File: config.mk
export PLATFORM = sky130hd
export DESIGN_NAME = mouse_click_gesture_detector
export DESIGN_NICKNAME = d
export VERILOG_FILES = /design/src/hw/rtl/mcgd_pkg.sv /design/src/hw/rtl/mcgd_in_reg.sv /design/src/hw/rtl/mcgd_core.sv /design/src/hw/rtl/mcgd_out_reg.sv /design/src/hw/rtl/mouse_click_gesture_detector.sv
export SDC_FILE = /design/constraint.sdc
export NUM_CORES = 1
export LEC_CHECK = 0
export ABC_AREA = 1
export BUFFER_PORTS_ARGS = -buffer_cell sky130_fd_sc_hd__buf_2
export CORE_UTILIZATION = 31
export CTS_BUF_LIST = sky130_fd_sc_hd__clkbuf_4
export DETAILED_ROUTE_END_ITERATION = 16
export SLEW_MARGIN = 0
export SYNTH_ARGS = -nofsm -noshare
export SYNTH_HDL_FRONTEND = slang
export SYNTH_HIERARCHICAL = 1
export SYNTH_SLANG_ARGS = --single-unit
File: constraint.sdc
create_clock -name i_clk -period 3.3 [get_ports i_clk]
set_input_delay 0.165 -clock i_clk [delete_from_list [all_inputs] [get_ports i_clk]]
set_output_delay 0.165 -clock i_clk [all_outputs]
set_load 0.005 [all_outputs]
File: src/hw/rtl/mcgd_pkg.sv
// Package for the mouse click gesture detector.
// Holds the report item type, button and gesture codes and the window reset value.
// No dependencies.
`default_nettype none

package mcgd_pkg;

    localparam int BTN_WIDTH  = 3;
    localparam int TIME_BITS  = 32;
    localparam int WIN_WIDTH  = 16;
    localparam int HIST_DEPTH = 3;

    localparam logic [BTN_WIDTH-1:0] BTN_NONE = 3'd0;
    localparam logic [BTN_WIDTH-1:0] BTN_LEFT = 3'd1;

    localparam logic [1:0] GESTURE_NONE   = 2'd0;
    localparam logic [1:0] GESTURE_DOUBLE = 2'd1;
    localparam logic [1:0] GESTURE_SLIDE  = 2'd2;
    localparam logic [1:0] GESTURE_TRIPLE = 2'd3;

    localparam logic [WIN_WIDTH-1:0] WINDOW_RESET = 16'd600;

    typedef struct packed {
        logic [BTN_WIDTH-1:0] buttons;
        logic [TIME_BITS-1:0] time_ms;
    } t_item;

endpackage

`default_nettype wire

File: src/hw/rtl/mcgd_in_reg.sv
// Input register stage of the mouse click gesture detector.
// Captures one report item and holds it until the core takes it; uses mcgd_pkg.
`default_nettype none

module mcgd_in_reg (
    input  wire logic           i_clk,
    input  wire logic           i_rst_n,
    input  wire logic           i_valid,
    input  wire mcgd_pkg::t_item i_item,
    input  wire logic           i_take,
    output logic                o_stall,
    output logic                o_valid,
    output mcgd_pkg::t_item     o_item
);
    import mcgd_pkg::*;

    logic   r_valid;
    t_item  r_item;
    logic   accept;

    // stall only while the held item cannot move on
    assign o_stall = r_valid && !i_take;
    assign accept  = i_valid && !o_stall;

    always_ff @(posedge i_clk) begin
        if (!i_rst_n) begin
            r_valid <= 1'b0;
        end else if (accept) begin
            r_valid <= 1'b1;
        end else if (i_take) begin
            r_valid <= 1'b0;
        end
    end

    always_ff @(posedge i_clk) begin
        if (accept) begin
            r_item <= i_item;
        end
    end

    assign o_valid = r_valid;
    assign o_item  = r_item;

endmodule

`default_nettype wire

File: src/hw/rtl/mcgd_core.sv
// Gesture state and decision logic of the mouse click gesture detector.
// Keeps the button history, timing state and window register; uses mcgd_pkg.
`default_nettype none

module mcgd_core #(
    parameter int TIME_WIDTH = 32
) (
    input  wire logic                          i_clk,
    input  wire logic                          i_rst_n,
    input  wire logic                          i_update,
    input  wire mcgd_pkg::t_item               i_item,
    input  wire logic                          i_cfg_we,
    input  wire logic [mcgd_pkg::WIN_WIDTH-1:0] i_cfg_wdata,
    output logic [1:0]                         o_gesture
);
    import mcgd_pkg::*;

    logic [BTN_WIDTH-1:0]  r_hist [HIST_DEPTH];
    logic [BTN_WIDTH-1:0]  n_hist [HIST_DEPTH];
    logic                  r_rel, n_rel;
    logic                  r_tp, n_tp;
    logic [TIME_WIDTH-1:0] r_pt, n_pt;
    logic [TIME_WIDTH-1:0] r_ldt, n_ldt;
    logic [WIN_WIDTH-1:0]  r_win;

    logic [BTN_WIDTH-1:0]  b;
    logic [TIME_WIDTH-1:0] now;
    logic [TIME_WIDTH-1:0] win_ext;
    logic [TIME_WIDTH-1:0] el_ldt;
    logic [TIME_WIDTH-1:0] el_pt;
    logic                  rel_a, press, in_tri, dbl, slide, clr;
    logic [1:0]            gest;

    assign b       = i_item.buttons;
    assign now     = TIME_WIDTH'(i_item.time_ms);
    assign win_ext = TIME_WIDTH'(r_win);
    assign el_ldt  = now - r_ldt;
    assign el_pt   = now - r_pt;

    always_comb begin
        rel_a  = r_rel || (b == BTN_NONE && r_hist[0] == BTN_NONE);
        press  = (b == BTN_LEFT) && (r_hist[0] == BTN_NONE) && rel_a;
        in_tri = (r_ldt != '0) && (el_ldt < win_ext);
        dbl    = (b == BTN_NONE) && (r_hist[0] == BTN_LEFT) &&
                 (r_hist[1] == BTN_NONE) && (r_hist[2] == BTN_LEFT);
        slide  = (b == BTN_NONE) && (r_hist[0] == BTN_LEFT) &&
                 (r_hist[1] == BTN_LEFT) && (r_hist[2] == BTN_LEFT);

        n_rel = rel_a;
        n_tp  = r_tp;
        n_pt  = r_pt;
        n_ldt = r_ldt;
        clr   = 1'b0;
        gest  = GESTURE_NONE;

        if (press) begin
            n_rel = 1'b0;
            n_tp  = in_tri;
            if (!in_tri) begin
                n_pt = now;
            end
        end

        // a plain first press ends here; otherwise go on to the patterns
        if (!(press && !in_tri)) begin
            if (dbl) begin
                n_rel = 1'b1;
                if (el_pt > win_ext) begin
                    clr = 1'b1;
                end else begin
                    n_ldt = now;
                end
            end
            if (!(dbl && el_pt > win_ext) && (dbl || slide || n_tp)) begin
                clr = 1'b1;
                if (n_tp) begin
                    n_tp  = 1'b0;
                    n_rel = 1'b1;
                    gest  = GESTURE_TRIPLE;
                end else if (dbl) begin
                    gest = GESTURE_DOUBLE;
                end else begin
                    gest = GESTURE_SLIDE;
                end
            end
        end

        // shift the history, newest at the front, or drop it after a gesture
        if (clr) begin
            for (int k = 0; k < HIST_DEPTH; k++) begin
                n_hist[k] = BTN_NONE;
            end
        end else begin
            n_hist[0] = b;
            for (int k = 1; k < HIST_DEPTH; k++) begin
                n_hist[k] = r_hist[k-1];
            end
        end
    end

    always_ff @(posedge i_clk) begin
        if (!i_rst_n) begin
            for (int k = 0; k < HIST_DEPTH; k++) begin
                r_hist[k] <= BTN_NONE;
            end
            r_rel <= 1'b1;
            r_tp  <= 1'b0;
            r_pt  <= '0;
            r_ldt <= '0;
        end else if (i_update) begin
            r_hist <= n_hist;
            r_rel  <= n_rel;
            r_tp   <= n_tp;
            r_pt   <= n_pt;
            r_ldt  <= n_ldt;
        end
    end

    always_ff @(posedge i_clk) begin
        if (!i_rst_n) begin
            r_win <= WINDOW_RESET;
        end else if (i_cfg_we) begin
            r_win <= i_cfg_wdata;
        end
    end

    assign o_gesture = gest;

endmodule

`default_nettype wire

File: src/hw/rtl/mcgd_out_reg.sv
// Result register of the mouse click gesture detector.
// Holds one gesture item until the consumer takes it; uses mcgd_pkg.
`default_nettype none

module mcgd_out_reg (
    input  wire logic       i_clk,
    input  wire logic       i_rst_n,
    input  wire logic       i_load,
    input  wire logic [1:0] i_gesture,
    input  wire logic       i_stall,
    output logic            o_free,
    output logic            o_valid,
    output logic [1:0]      o_gesture
);
    import mcgd_pkg::*;

    logic       r_valid;
    logic [1:0] r_gesture;

    assign o_free = !r_valid || !i_stall;

    always_ff @(posedge i_clk) begin
        if (!i_rst_n) begin
            r_valid <= 1'b0;
        end else if (i_load) begin
            r_valid <= 1'b1;
        end else if (!i_stall) begin
            r_valid <= 1'b0;
        end
    end

    always_ff @(posedge i_clk) begin
        if (!i_rst_n) begin
            r_gesture <= GESTURE_NONE;
        end else if (i_load) begin
            r_gesture <= i_gesture;
        end
    end

    assign o_valid   = r_valid;
    assign o_gesture = r_gesture;

endmodule

`default_nettype wire

File: src/hw/rtl/mouse_click_gesture_detector.sv
// Mouse click gesture detector: one gesture item for every report item.
// Path: an accepted item is held in the input register, then loaded into the result register,
// from which the consumer takes it; an output stall can hold it in either register.
// Throughput: one item per cycle while the output is not stalled; mcgd_core updates its state once per item.
// An output stall reaches o_in_stall in the same cycle once both registers hold an item.
// Reset: synchronous, active low; clears history, timing state and both stage valids,
// and sets the click window to 600 ms.
`default_nettype none

module mouse_click_gesture_detector #(
    parameter int TIME_WIDTH = 32
) (
    input  wire logic        i_clk,
    input  wire logic        i_rst_n,
    input  wire logic        i_in_valid,
    output logic             o_in_stall,
    input  wire logic [2:0]  i_buttons,
    input  wire logic [31:0] i_time_ms,
    output logic             o_out_valid,
    input  wire logic        i_out_stall,
    output logic [1:0]       o_gesture,
    input  wire logic        i_cfg_we,
    input  wire logic [15:0] i_cfg_wdata
);
    import mcgd_pkg::*;

    t_item      in_item;
    t_item      s1_item;
    logic       s1_valid;
    logic       out_free;
    logic       advance;
    logic [1:0] core_gesture;

    assign in_item.buttons = i_buttons;
    assign in_item.time_ms = i_time_ms;
    assign advance         = s1_valid && out_free;

    mcgd_in_reg u_in (
        .i_clk   (i_clk),
        .i_rst_n (i_rst_n),
        .i_valid (i_in_valid),
        .i_item  (in_item),
        .i_take  (out_free),
        .o_stall (o_in_stall),
        .o_valid (s1_valid),
        .o_item  (s1_item)
    );

    mcgd_core #(
        .TIME_WIDTH (TIME_WIDTH)
    ) u_core (
        .i_clk       (i_clk),
        .i_rst_n     (i_rst_n),
        .i_update    (advance),
        .i_item      (s1_item),
        .i_cfg_we    (i_cfg_we),
        .i_cfg_wdata (i_cfg_wdata),
        .o_gesture   (core_gesture)
    );

    mcgd_out_reg u_out (
        .i_clk     (i_clk),
        .i_rst_n   (i_rst_n),
        .i_load    (advance),
        .i_gesture (core_gesture),
        .i_stall   (i_out_stall),
        .o_free    (out_free),
        .o_valid   (o_out_valid),
        .o_gesture (o_gesture)
    );

endmodule

`default_nettype wire

# After elaboration in Yosys (flattened, before gate mapping)
# Index checks and enable logic that the tools add are counted.
[classes]
add_sub_neg = 2
order_cmp = 2
eq_ne = 5
mux = 21
bitwise = 3
n_reduce_logical = 32
[op_table]
columns = ["cell", "count"]
rows = [
  ["subtractor 32 bit", 2],
  ["greater-than comparator 32 x 16 -> 1 bit", 1],
  ["less-than comparator 32 x 16 -> 1 bit", 1],
  ["nonzero test 32 bit", 1],
  ["2-to-1 mux 1 bit", 16],
  ["logical AND 1 bit", 15],
  ["== test 3 x 1 -> 1 bit, second input constant", 4],
  ["logical NOT 3 bit", 3],
  ["2-to-1 mux 9 bit", 1],
  ["2-to-1 mux 2 bit", 4],
  ["logical NOT 1 bit", 6],
  ["logical OR 1 bit", 4],
  ["AND reduction 4 bit", 1],
  ["NOT 1 bit", 3],
  ["AND reduction 3 bit", 1],
  ["!= test 2 x 1 -> 1 bit, second input constant", 1],
  ["nonzero test 2 bit", 1],
]
[word_totals]
reg_bits = 130
output_inout_bits = 4
word_cells = 78

# Longest topological paths before layout
# Gate-level depths: netlist of the first run.
[depth]
word_depth = 10
ltp_mapped = 30
mapped_depth_nobuf = 29

# Hierarchy
# Netlist of the first run, hierarchy kept.
[modules_own_cells]
columns = ["mod", "n_inst", "cells_each", "area_each_um2", "seq_area_each_um2"]
rows = [
  ["mcgd_core", 1, 1593, 9225.1, 1821.7],
  ["mcgd_in_reg", 1, 43, 1101.1, 1071.0],
  ["mcgd_out_reg", 1, 16, 116.4, 60.1],
  ["mouse_click_gesture_detector", 1, 2, 7.5, 0.0],
]

# Least setup slack after synthesis of the first run
# OpenSTA, ideal clock, no wires.
[synth_path]
path_type = "register to register"
startpoint = "register u_in.r_item (netlist bit u_in/o_item[0])"
endpoint = "register u_core.r_ldt[1]"
arrival_time_ps = 3343
t_required_ps = 3236
slack_ps = -107
path_stages_with_launch = 28
synth_period_minus_slack_ps = 3407
cell_sequence = "edfxtp_1 > inv_1 > ha_1 > inv_1 > fa_1 > nand3_1 > nand3_1 > nand2_1 > nand2_2 > nand2_1 > nand2_1 > xor2_1 > ha_1 > nand2_1 > nor2_1 > nand4_1 > inv_1 > nand3_1 > a21oi_1 > nand3_1 > nor2_2 > nand4_2 > nor2_2 > nand2_2 > nor2_8 > buf_6 > nor2_1 > nor2_1"
[synth_between]
elab_chain_len = 7
word_cells_on_any_way = 10
classes_between = "add/sub (2); order compare (2); bitwise (2); reduce/logical (4)"
[synth_lines]
columns = ["item", "line_no", "source"]
rows = [
  ["start: declaration", "mcgd_in_reg.sv:18", "t_item r_item;"],
  ["start signal: assignment", "mcgd_in_reg.sv:37", "r_item <= i_item;"],
  ["subtractor 32 bit", "mcgd_core.sv:37", "assign el_ldt = now - r_ldt;"],
  ["less-than comparator 32 x 16 -> 1 bit", "mcgd_core.sv:43", "in_tri = (r_ldt != '0) && (el_ldt < win_ext);"],
  ["logical AND 1 bit", "mcgd_core.sv:43", ""],
  ["logical NOT 1 bit", "--", ""],
  ["logical AND 1 bit", "mcgd_core.sv:65", "if (!(press && !in_tri)) begin"],
  ["NOT 1 bit (no source line)", "--", ""],
  ["AND reduction 4 bit (no source line) *", "--", ""],
  ["end signal: assignment", "mcgd_core.sv:115", "r_ldt <= n_ldt;"],
  ["end: declaration", "mcgd_core.sv:23", "logic [TIME_WIDTH-1:0] r_ldt, n_ldt;"],
]
# Mark *: on every way between the ends. The rest lies on a longest branch, timed or not.
# A chain may end at the register's enable or synchronous reset.

# Worst setup path after layout of the first run
[layout_path]
startpoint = "register u_in.r_item (netlist bit u_in/o_item[5])"
endpoint = "register u_core.r_pt[18]"
[layout_between]
elab_chain_len = 5
[layout_lines]
columns = ["item", "line_no", "source"]
rows = [
  ["subtractor 32 bit", "mcgd_core.sv:37", ""],
  ["less-than comparator 32 x 16 -> 1 bit", "mcgd_core.sv:43", ""],
  ["logical AND 1 bit", "mcgd_core.sv:43", ""],
  ["NOT 1 bit (no source line)", "--", ""],
  ["AND reduction 3 bit (no source line)", "--", ""],
  ["end signal: assignment", "mcgd_core.sv:114", "r_pt <= n_pt;"],
  ["end: declaration", "mcgd_core.sv:22", "logic [TIME_WIDTH-1:0] r_pt, n_pt;"],
]
# No other way between the ends.

==> results.toml, run 1 <==
[synthesis]
synth.net_count = 1805
syn_inst = 1654
synth_most_common_cell = "nand2_1"
synth-warning-count = 6
synth_xor_area_share_pct = 2.60
synthAdderAreaFrac_pct = 11.5
synth_top_family_by_area = "simple AND/OR/NAND/NOR gates"
synth_flop_cell = "dfxtp_1"
synth_top_area_share_pct = 18.2
netlist_area_mm2 = 0.0105
synthTopCellsByArea = "dfxtp_1, nand2_1, ha_1"
synth_edf_count = 35
ys_seq_area_share_pct = 28.3
synthSimpleGateAreaFrac_pct = 34.1
synth_top_area_cell = "dfxtp_1"
muxShareOfSynthArea_pct = 0
synth.avg_cell_area_um2 = 6.32
synth-seq-cells = 130
ys_async_sr_fraction_pct = 0
yosys.cell_types.count = 45
synth_top_cells_by_count = "nand2_1, inv_1, nor2_1"
synth_compound_area_share_pct = 10.7

[grt]
grt_max_degree = 48
first_global_vias = 10500
grt_pass1_wl_um = 53300
antenna_found_initial = 1
overflow = 0
grt_usage_pct = 20.1

[min_path]
min_path_type = "in2reg"
hold_depth = 3

[cells_and_area]
drive_above_1_share_pct = 24.2
nFillCells = 3418
finalCoreUtilization_pct = 44.5
design_area_mm2 = 0.0146
nNetsFinal = 2136
syn_to_final_growth_pct = 39.9

[drt]
final_antenna_net_count = 0
vias = 11300
drc = 0
detail_route.wirelength_um = 35200
wl_per_cell_um = 14.4
drtPass1Iterations = 6
drt_iter0_markers = 715
routed_via_density = 4.65

[timing]
rsz0062_at_grt = "true"
finalSetupViolations = 77
finalCriticalPeriod_ps = 3850
clock.fmax_ghz = 0.260
finalCritPeriodShare_pct = 117
setup_tns_ps = -36460
drv_slew = 0
holdWs_ps = 140
postLayoutSetupSlackWorst_ps = -547
worst_pin_slew_ps = 835
relSlewSlack_pct = 44.4
finalHoldViolCount = 0
fin_skew_ps = 46.2

[clock_tree]
root_buffer = "clkbuf_4"
htreeDepth = 4
clock_latency_ps = 630
clock_path_buffers = 2
path_clk_slew_ps = 180
cts_tree = "yes"
clock_sinks = 130
cts_buffers = 17

[power]
p_per_area_mw_per_mm2 = 292
power.static_leakage_nw = 7.22
power_mw = 4.26
vdd_drop_max_mv = 0.168

[worst_setup_path]
r2r-start = "u_in/o_item[5]"
critPathBufInv = 5
rrSetupSlack_ps = -550
critPathRequiredTime_ps = 3850
ff2ff_path_depth = 25
cp-start-kind = "flop"
crit_family = "simple AND/OR/NAND/NOR gates"
cp-end-kind = "flop"
critPathMostFrequentCell = "nand2_1"
cp_max_fo = 7
reg2reg_to = "u_core/r_pt[18]"
path_depth = 25
crit_type = "reg2reg"
crit_arrival_ps = 4400
cpPeakStageDelay_ps = 540
startpoint = "u_in/o_item[5]"
setup.worst_path.end = "u_core/r_pt[18]"
crit_path_top_delay_cell = "edfxtp_1"

[floorplan]
rows = 66
die_area_mm2 = 0.0344
ios = 60
start_util_pct = 31.8
dieHeight_um = 186
die_x_um = 186
coreArea_mm2 = 0.0329

[run_status]
violations = "negative setup slack"
status = "finished with violations"

[placed_design]
dp_hpwl_um = 26100
port_buffers = 59
place_area_mm2 = 0.0125
gp_congestion = 0.951

[job]
maxCapViolCount = 0
-- metal layers --
layer / global-route usage, % / share of wire (%)
met2: 33.8 / 46
met4: 7.51 / 3.2
met1: 26.2 / 46
met5: 0 / 0
met3: 2.58 / 4.3
-- report_power, final --
group	leakage (nW)	switching, mW	internal [mW]
combinational	5.95	0.749	0.624
clock	0.158	0.796	0.348
sequential	1.11	0.0526	1.69
-- kinds of logic after synthesis --
group                    Yosys count
AND/OR/NAND/NOR                  845
XOR/XNOR                          31
flip-flops                       130
adder cells (fa/ha/maj)           95
buffers and inverters            344
AO/OA/AOI/OAI                    209
-- timing repair --
action	in CTS	in global routing
cloned	1	9
hold endpoints to repair	53	0
gates resized for setup	46	101
endpoints found under the setup margin	77	77
pin swaps	15	21
hold buffers	63	0
setup buffers	16	24
-- sequential cells by signal, summed over array words and instances (netlist names) --
name and flops:
u_core/r_ldt 32, u_core/r_hist 9, u_out/o_valid 1, u_in/o_valid 1, u_core/r_win 16, u_out/o_gesture 2, u_core/r_rel 1, u_core/r_tp 1
u_in/o_item 35, u_core/r_pt 32
-- worst min-delay path: stages --
cell and delay, ps:
buf_2 350, nand2_1 170, nor2_1 30
-- cell type report --
| class | instances | area, um2 | area share (%) |
|---|---|---|---|
| Tap cell | 442 | 553 | 3.78 |
| Sequential cell | 130 | 2950 | 20.2 |
| Antenna cell | 1 | 2.50 | 0.0171 |
| Timing Repair Buffer | 343 | 2860 | 19.6 |
| Clock inverter | 15 | 161 | 1.10 |
| Multi-Input combinational cell | 1180 | 6780 | 46.4 |
| Inverter | 313 | 1180 | 8.06 |
| Clock buffer | 17 | 128 | 0.873 |
-- through the flow --
stage | setup WS (ps) | instances
floorplan | -0.592 | 1654
global placement | -860 | 2297
detailed placement | -804 | 2297
CTS | -585 | 2409
global route | -747 | 2441
finish | -547 | 2441
-- cell usage in the layout, fill, tap and decap left out, drive strengths merged, types with 3 or more instances in the layout --
cell type,netlist,layout
o21ai,63,63
a21o,3,3
nor3,16,16
nand4,17,17
dfxtp,95,95
dlygate4sd3,0,63
xor2,30,30
nand3,100,100
edfxtp,35,35
clkinv,1,7
a21oi,129,129
o21a,3,3
nand3b,14,14
buf,16,275
ha,93,93
o21bai,5,5
nand2,497,497
inv,312,321
nor2,194,194
clkbuf,15,22
-- worst min-delay path by stage --
stage                       endpoint  slack [ps]           from
floorplan             u_in/o_item[0]         260   i_time_ms[0]
global placement     u_in/o_item[29]         340  i_time_ms[29]
detailed placement   u_in/o_item[29]         340  i_time_ms[29]
CTS                 u_core/r_ldt[12]          80        i_rst_n
global route        u_core/r_ldt[12]         140        i_rst_n
finish              u_core/r_ldt[12]         140        i_rst_n
Power figures use the tool's default switching activity.
==> run 2: changes to the inputs <==
--- a/config.mk
+++ b/config.mk
@@ -10,8 +10,8 @@
 export CORE_UTILIZATION = 31
 export CTS_BUF_LIST = sky130_fd_sc_hd__clkbuf_4
 export DETAILED_ROUTE_END_ITERATION = 16
+export REMOVE_ABC_BUFFERS = 1
 export SLEW_MARGIN = 0
 export SYNTH_ARGS = -nofsm -noshare
 export SYNTH_HDL_FRONTEND = slang
-export SYNTH_HIERARCHICAL = 1
 export SYNTH_SLANG_ARGS = --single-unit
==> run 2 against run 1 <==
Against the previous run: the flow still finishes with violations (negative setup slack); fmax down 2.6%; sequential share of layout area down 0.52 points; cell count up 2.2%; clock power up 6%; critical path depth up 5; power up 4.2%; global-route usage up 0.19 points; combinational power up 9%; sequential power about the same; critical endpoint is now u_core.r_ldt[14]; highest routed layer unchanged.
==> results.toml, run 2 <==
[run_status]
status = "finished with violations"
violations = "negative setup slack"

[worst_setup_path]
ff2ff_path_depth = 30
crit_arrival_ps = 4470
cp_max_fo = 7
cp-end-kind = "flop"
critPathRequiredTime_ps = 3820
cpPeakStageDelay_ps = 440
r2r-start = "u_in.o_item[0]"
crit_type = "reg2reg"
critPathMostFrequentCell = "nand2_2"
startpoint = "u_in.o_item[0]"
cp-start-kind = "flop"
crit_path_top_delay_cell = "edfxtp_1"

[synthesis]
netlist_area_mm2 = 0.0104
synthTopCellsByArea = "nand2_1, dfxtp_1, inv_1"
synth_top_area_cell = "nand2_1"
synth_most_common_cell = "nand2_1"
synth_top_area_share_pct = 18.6
ys_async_sr_fraction_pct = 0
synth_edf_count = 35
ys_seq_area_share_pct = 28.3
synth-seq-cells = 130
synth-warning-count = 0
syn_inst = 1674
synth.avg_cell_area_um2 = 6.23
yosys.cell_types.count = 39
synth_flop_cell = "dfxtp_1"
synth_top_cells_by_count = "nand2_1, inv_1, nor2_1"

[drt]
drc = 0
vias = 11600
final_antenna_net_count = 0
routed_via_density = 4.67
drtPass1Iterations = 5
wl_per_cell_um = 14.3
detail_route.wirelength_um = 35600
drt_iter0_markers = 713

[cells_and_area]
syn_to_final_growth_pct = 43.9
final_common_cell = "nand2_1"
drive_above_1_share_pct = 24.8
nNetsFinal = 2189
layout_common_cells = "nand2_1, inv_1, buf_4"
largest_reg_flops = 35
design_area_mm2 = 0.0150
instances_no_fill = 2494

[power]
p_clk_share_pct = 27.2
vdd_drop_max_mv = 0.354
switching_share_pct = 36.0
combPwrFrac_pct = 33.8
power.static_leakage_nw = 7.47
p_seq_share_pct = 39.0
internal_power_mw = 2.85
netSwitchingPower_mw = 1.60
p_per_area_mw_per_mm2 = 296
power_mw = 4.45

[clock_tree]
clock_path_buffers = 2
clock_sinks = 130
cts_tree = "yes"
path_clk_slew_ps = 150
cts_buffers = 17
clock_latency_ps = 620
root_buffer = "clkbuf_4"
htreeDepth = 4

[min_path]
hold_depth = 3
min_path_type = "in2reg"
worstHoldStart = "i_rst_n"

[timing]
fin_skew_ps = 35.2
finalCriticalPeriod_ps = 3950
clock.fmax_ghz = 0.253
holdWs_ps = 97.8
finalSetupViolations = 77
drv_slew = 0
worst_pin_slew_ps = 918
rsz0062_at_grt = "true"
finalCritPeriodShare_pct = 120
relSlewSlack_pct = 38.7
postLayoutSetupSlackWorst_ps = -650
finalHoldViolCount = 0

[grt]
grt_usage_pct = 20.3
grt_pass1_wl_um = 53600
overflow = 0
grt_max_degree = 48
antenna_found_initial = 1
first_global_vias = 10800

[floorplan]
start_util_pct = 31.8
rows = 66
dieHeight_um = 185
die_x_um = 185
coreArea_mm2 = 0.0328
ios = 60
die_area_mm2 = 0.0344

[placed_design]
gp_congestion = 0.939
port_buffers = 59
placedCellCount = 2339
place_area_mm2 = 0.0126
dp_hpwl_um = 25900

[job]
maxCapViolCount = 0
## run 2: cell count changes in the layout (fill, tap and decap cells not counted), sizes merged, moves of 3 or more
cell      previous run  this run
nand3              100        70
nand2              497       526
buf                275       302
o21ai               63        79
nand4               17        30
nand3b              14         3
nor2               194       201
inv                321       326
clkinv               7         3
clkbuf              22        25
clkinvlp             0         3
o21a                 3         0
## run 2: power by group through the flow
stage | Clock [mW] | Combinational [mW] | Sequential (mW)
after floorplan | 0 | 0.708 | 1.76
after global placement | 0 | 1.18 | 1.77
after detailed placement | 0 | 1.20 | 1.77
after CTS | 1.26 | 1.39 | 1.73
after global routing | 1.31 | 1.67 | 1.74
final | 1.21 | 1.50 | 1.74
## run 2: per-layer routing
metal	share of wire [%]	up-vias	wire length [um]	track usage, %
met1	45	5358	16000	26.0
met3	4.2	54	1480	2.93
li1	-	5980	-	-
met5	0	-	0	0
met2	48	246	17200	34.5
met4	2.5	0	880	7.14
## run 2: metrics by stage
step           util [%]  setup slack, ps  TNS (ps)
2_1_floorplan         -             -523    -16990
3_3_place_gp       38.5             -798    -39280
3_5_place_dp       38.5             -864    -45570
4_1_cts            43.6             -714    -38160
5_1_grt            45.8             -899    -57570
6_report           45.8             -650    -40960
## run 2: final timing paths
path                       to  slack (ps)
min          u_core.r_ldt[26]         100
min reg2reg   u_core.r_pt[25]         460
max          u_core.r_ldt[14]        -650
max reg2reg  u_core.r_ldt[14]        -650
## run 2: timing repair
action	CTS	global route
cloned	2	11
resized for setup	84	110
pin swaps	27	33
hold buffers	63	0
endpoints found under the setup margin	77	77
buffers inserted	37	16
hold endpoints to repair	53	0
## run 2: logic make-up after synthesis
logic type,share of synthesized area [%]
AO/OA/AOI/OAI,10.8
XOR/XNOR,2.52
adder cells (fa/ha/maj),11.5
buffers and inverters,13.1
flip-flops,28.3
AND/OR/NAND/NOR,33.7
## run 2: cell type report
cell class | instances | area (um2)
diodes | 1 | 2.50
clock buffers | 17 | 128
clock inverters | 15 | 173
fillers | 3300 | 17800
inverters | 319 | 1200
multi-input cells | 1197 | 6880
flip-flops and latches | 130 | 2950
well taps | 442 | 553
repair buffers | 373 | 3120
## run 2: critical path, delay by kind of cell, from the launching register on
family / cells / cell delay, ps
AO/OA/AOI/OAI: 2 / 210
XOR/XNOR: 1 / 140
adder cells (fa/ha/maj): 3 / 790
buffers and inverters: 7 / 780
flip-flops: 1 / 440
AND/OR/NAND/NOR: 17 / 1530
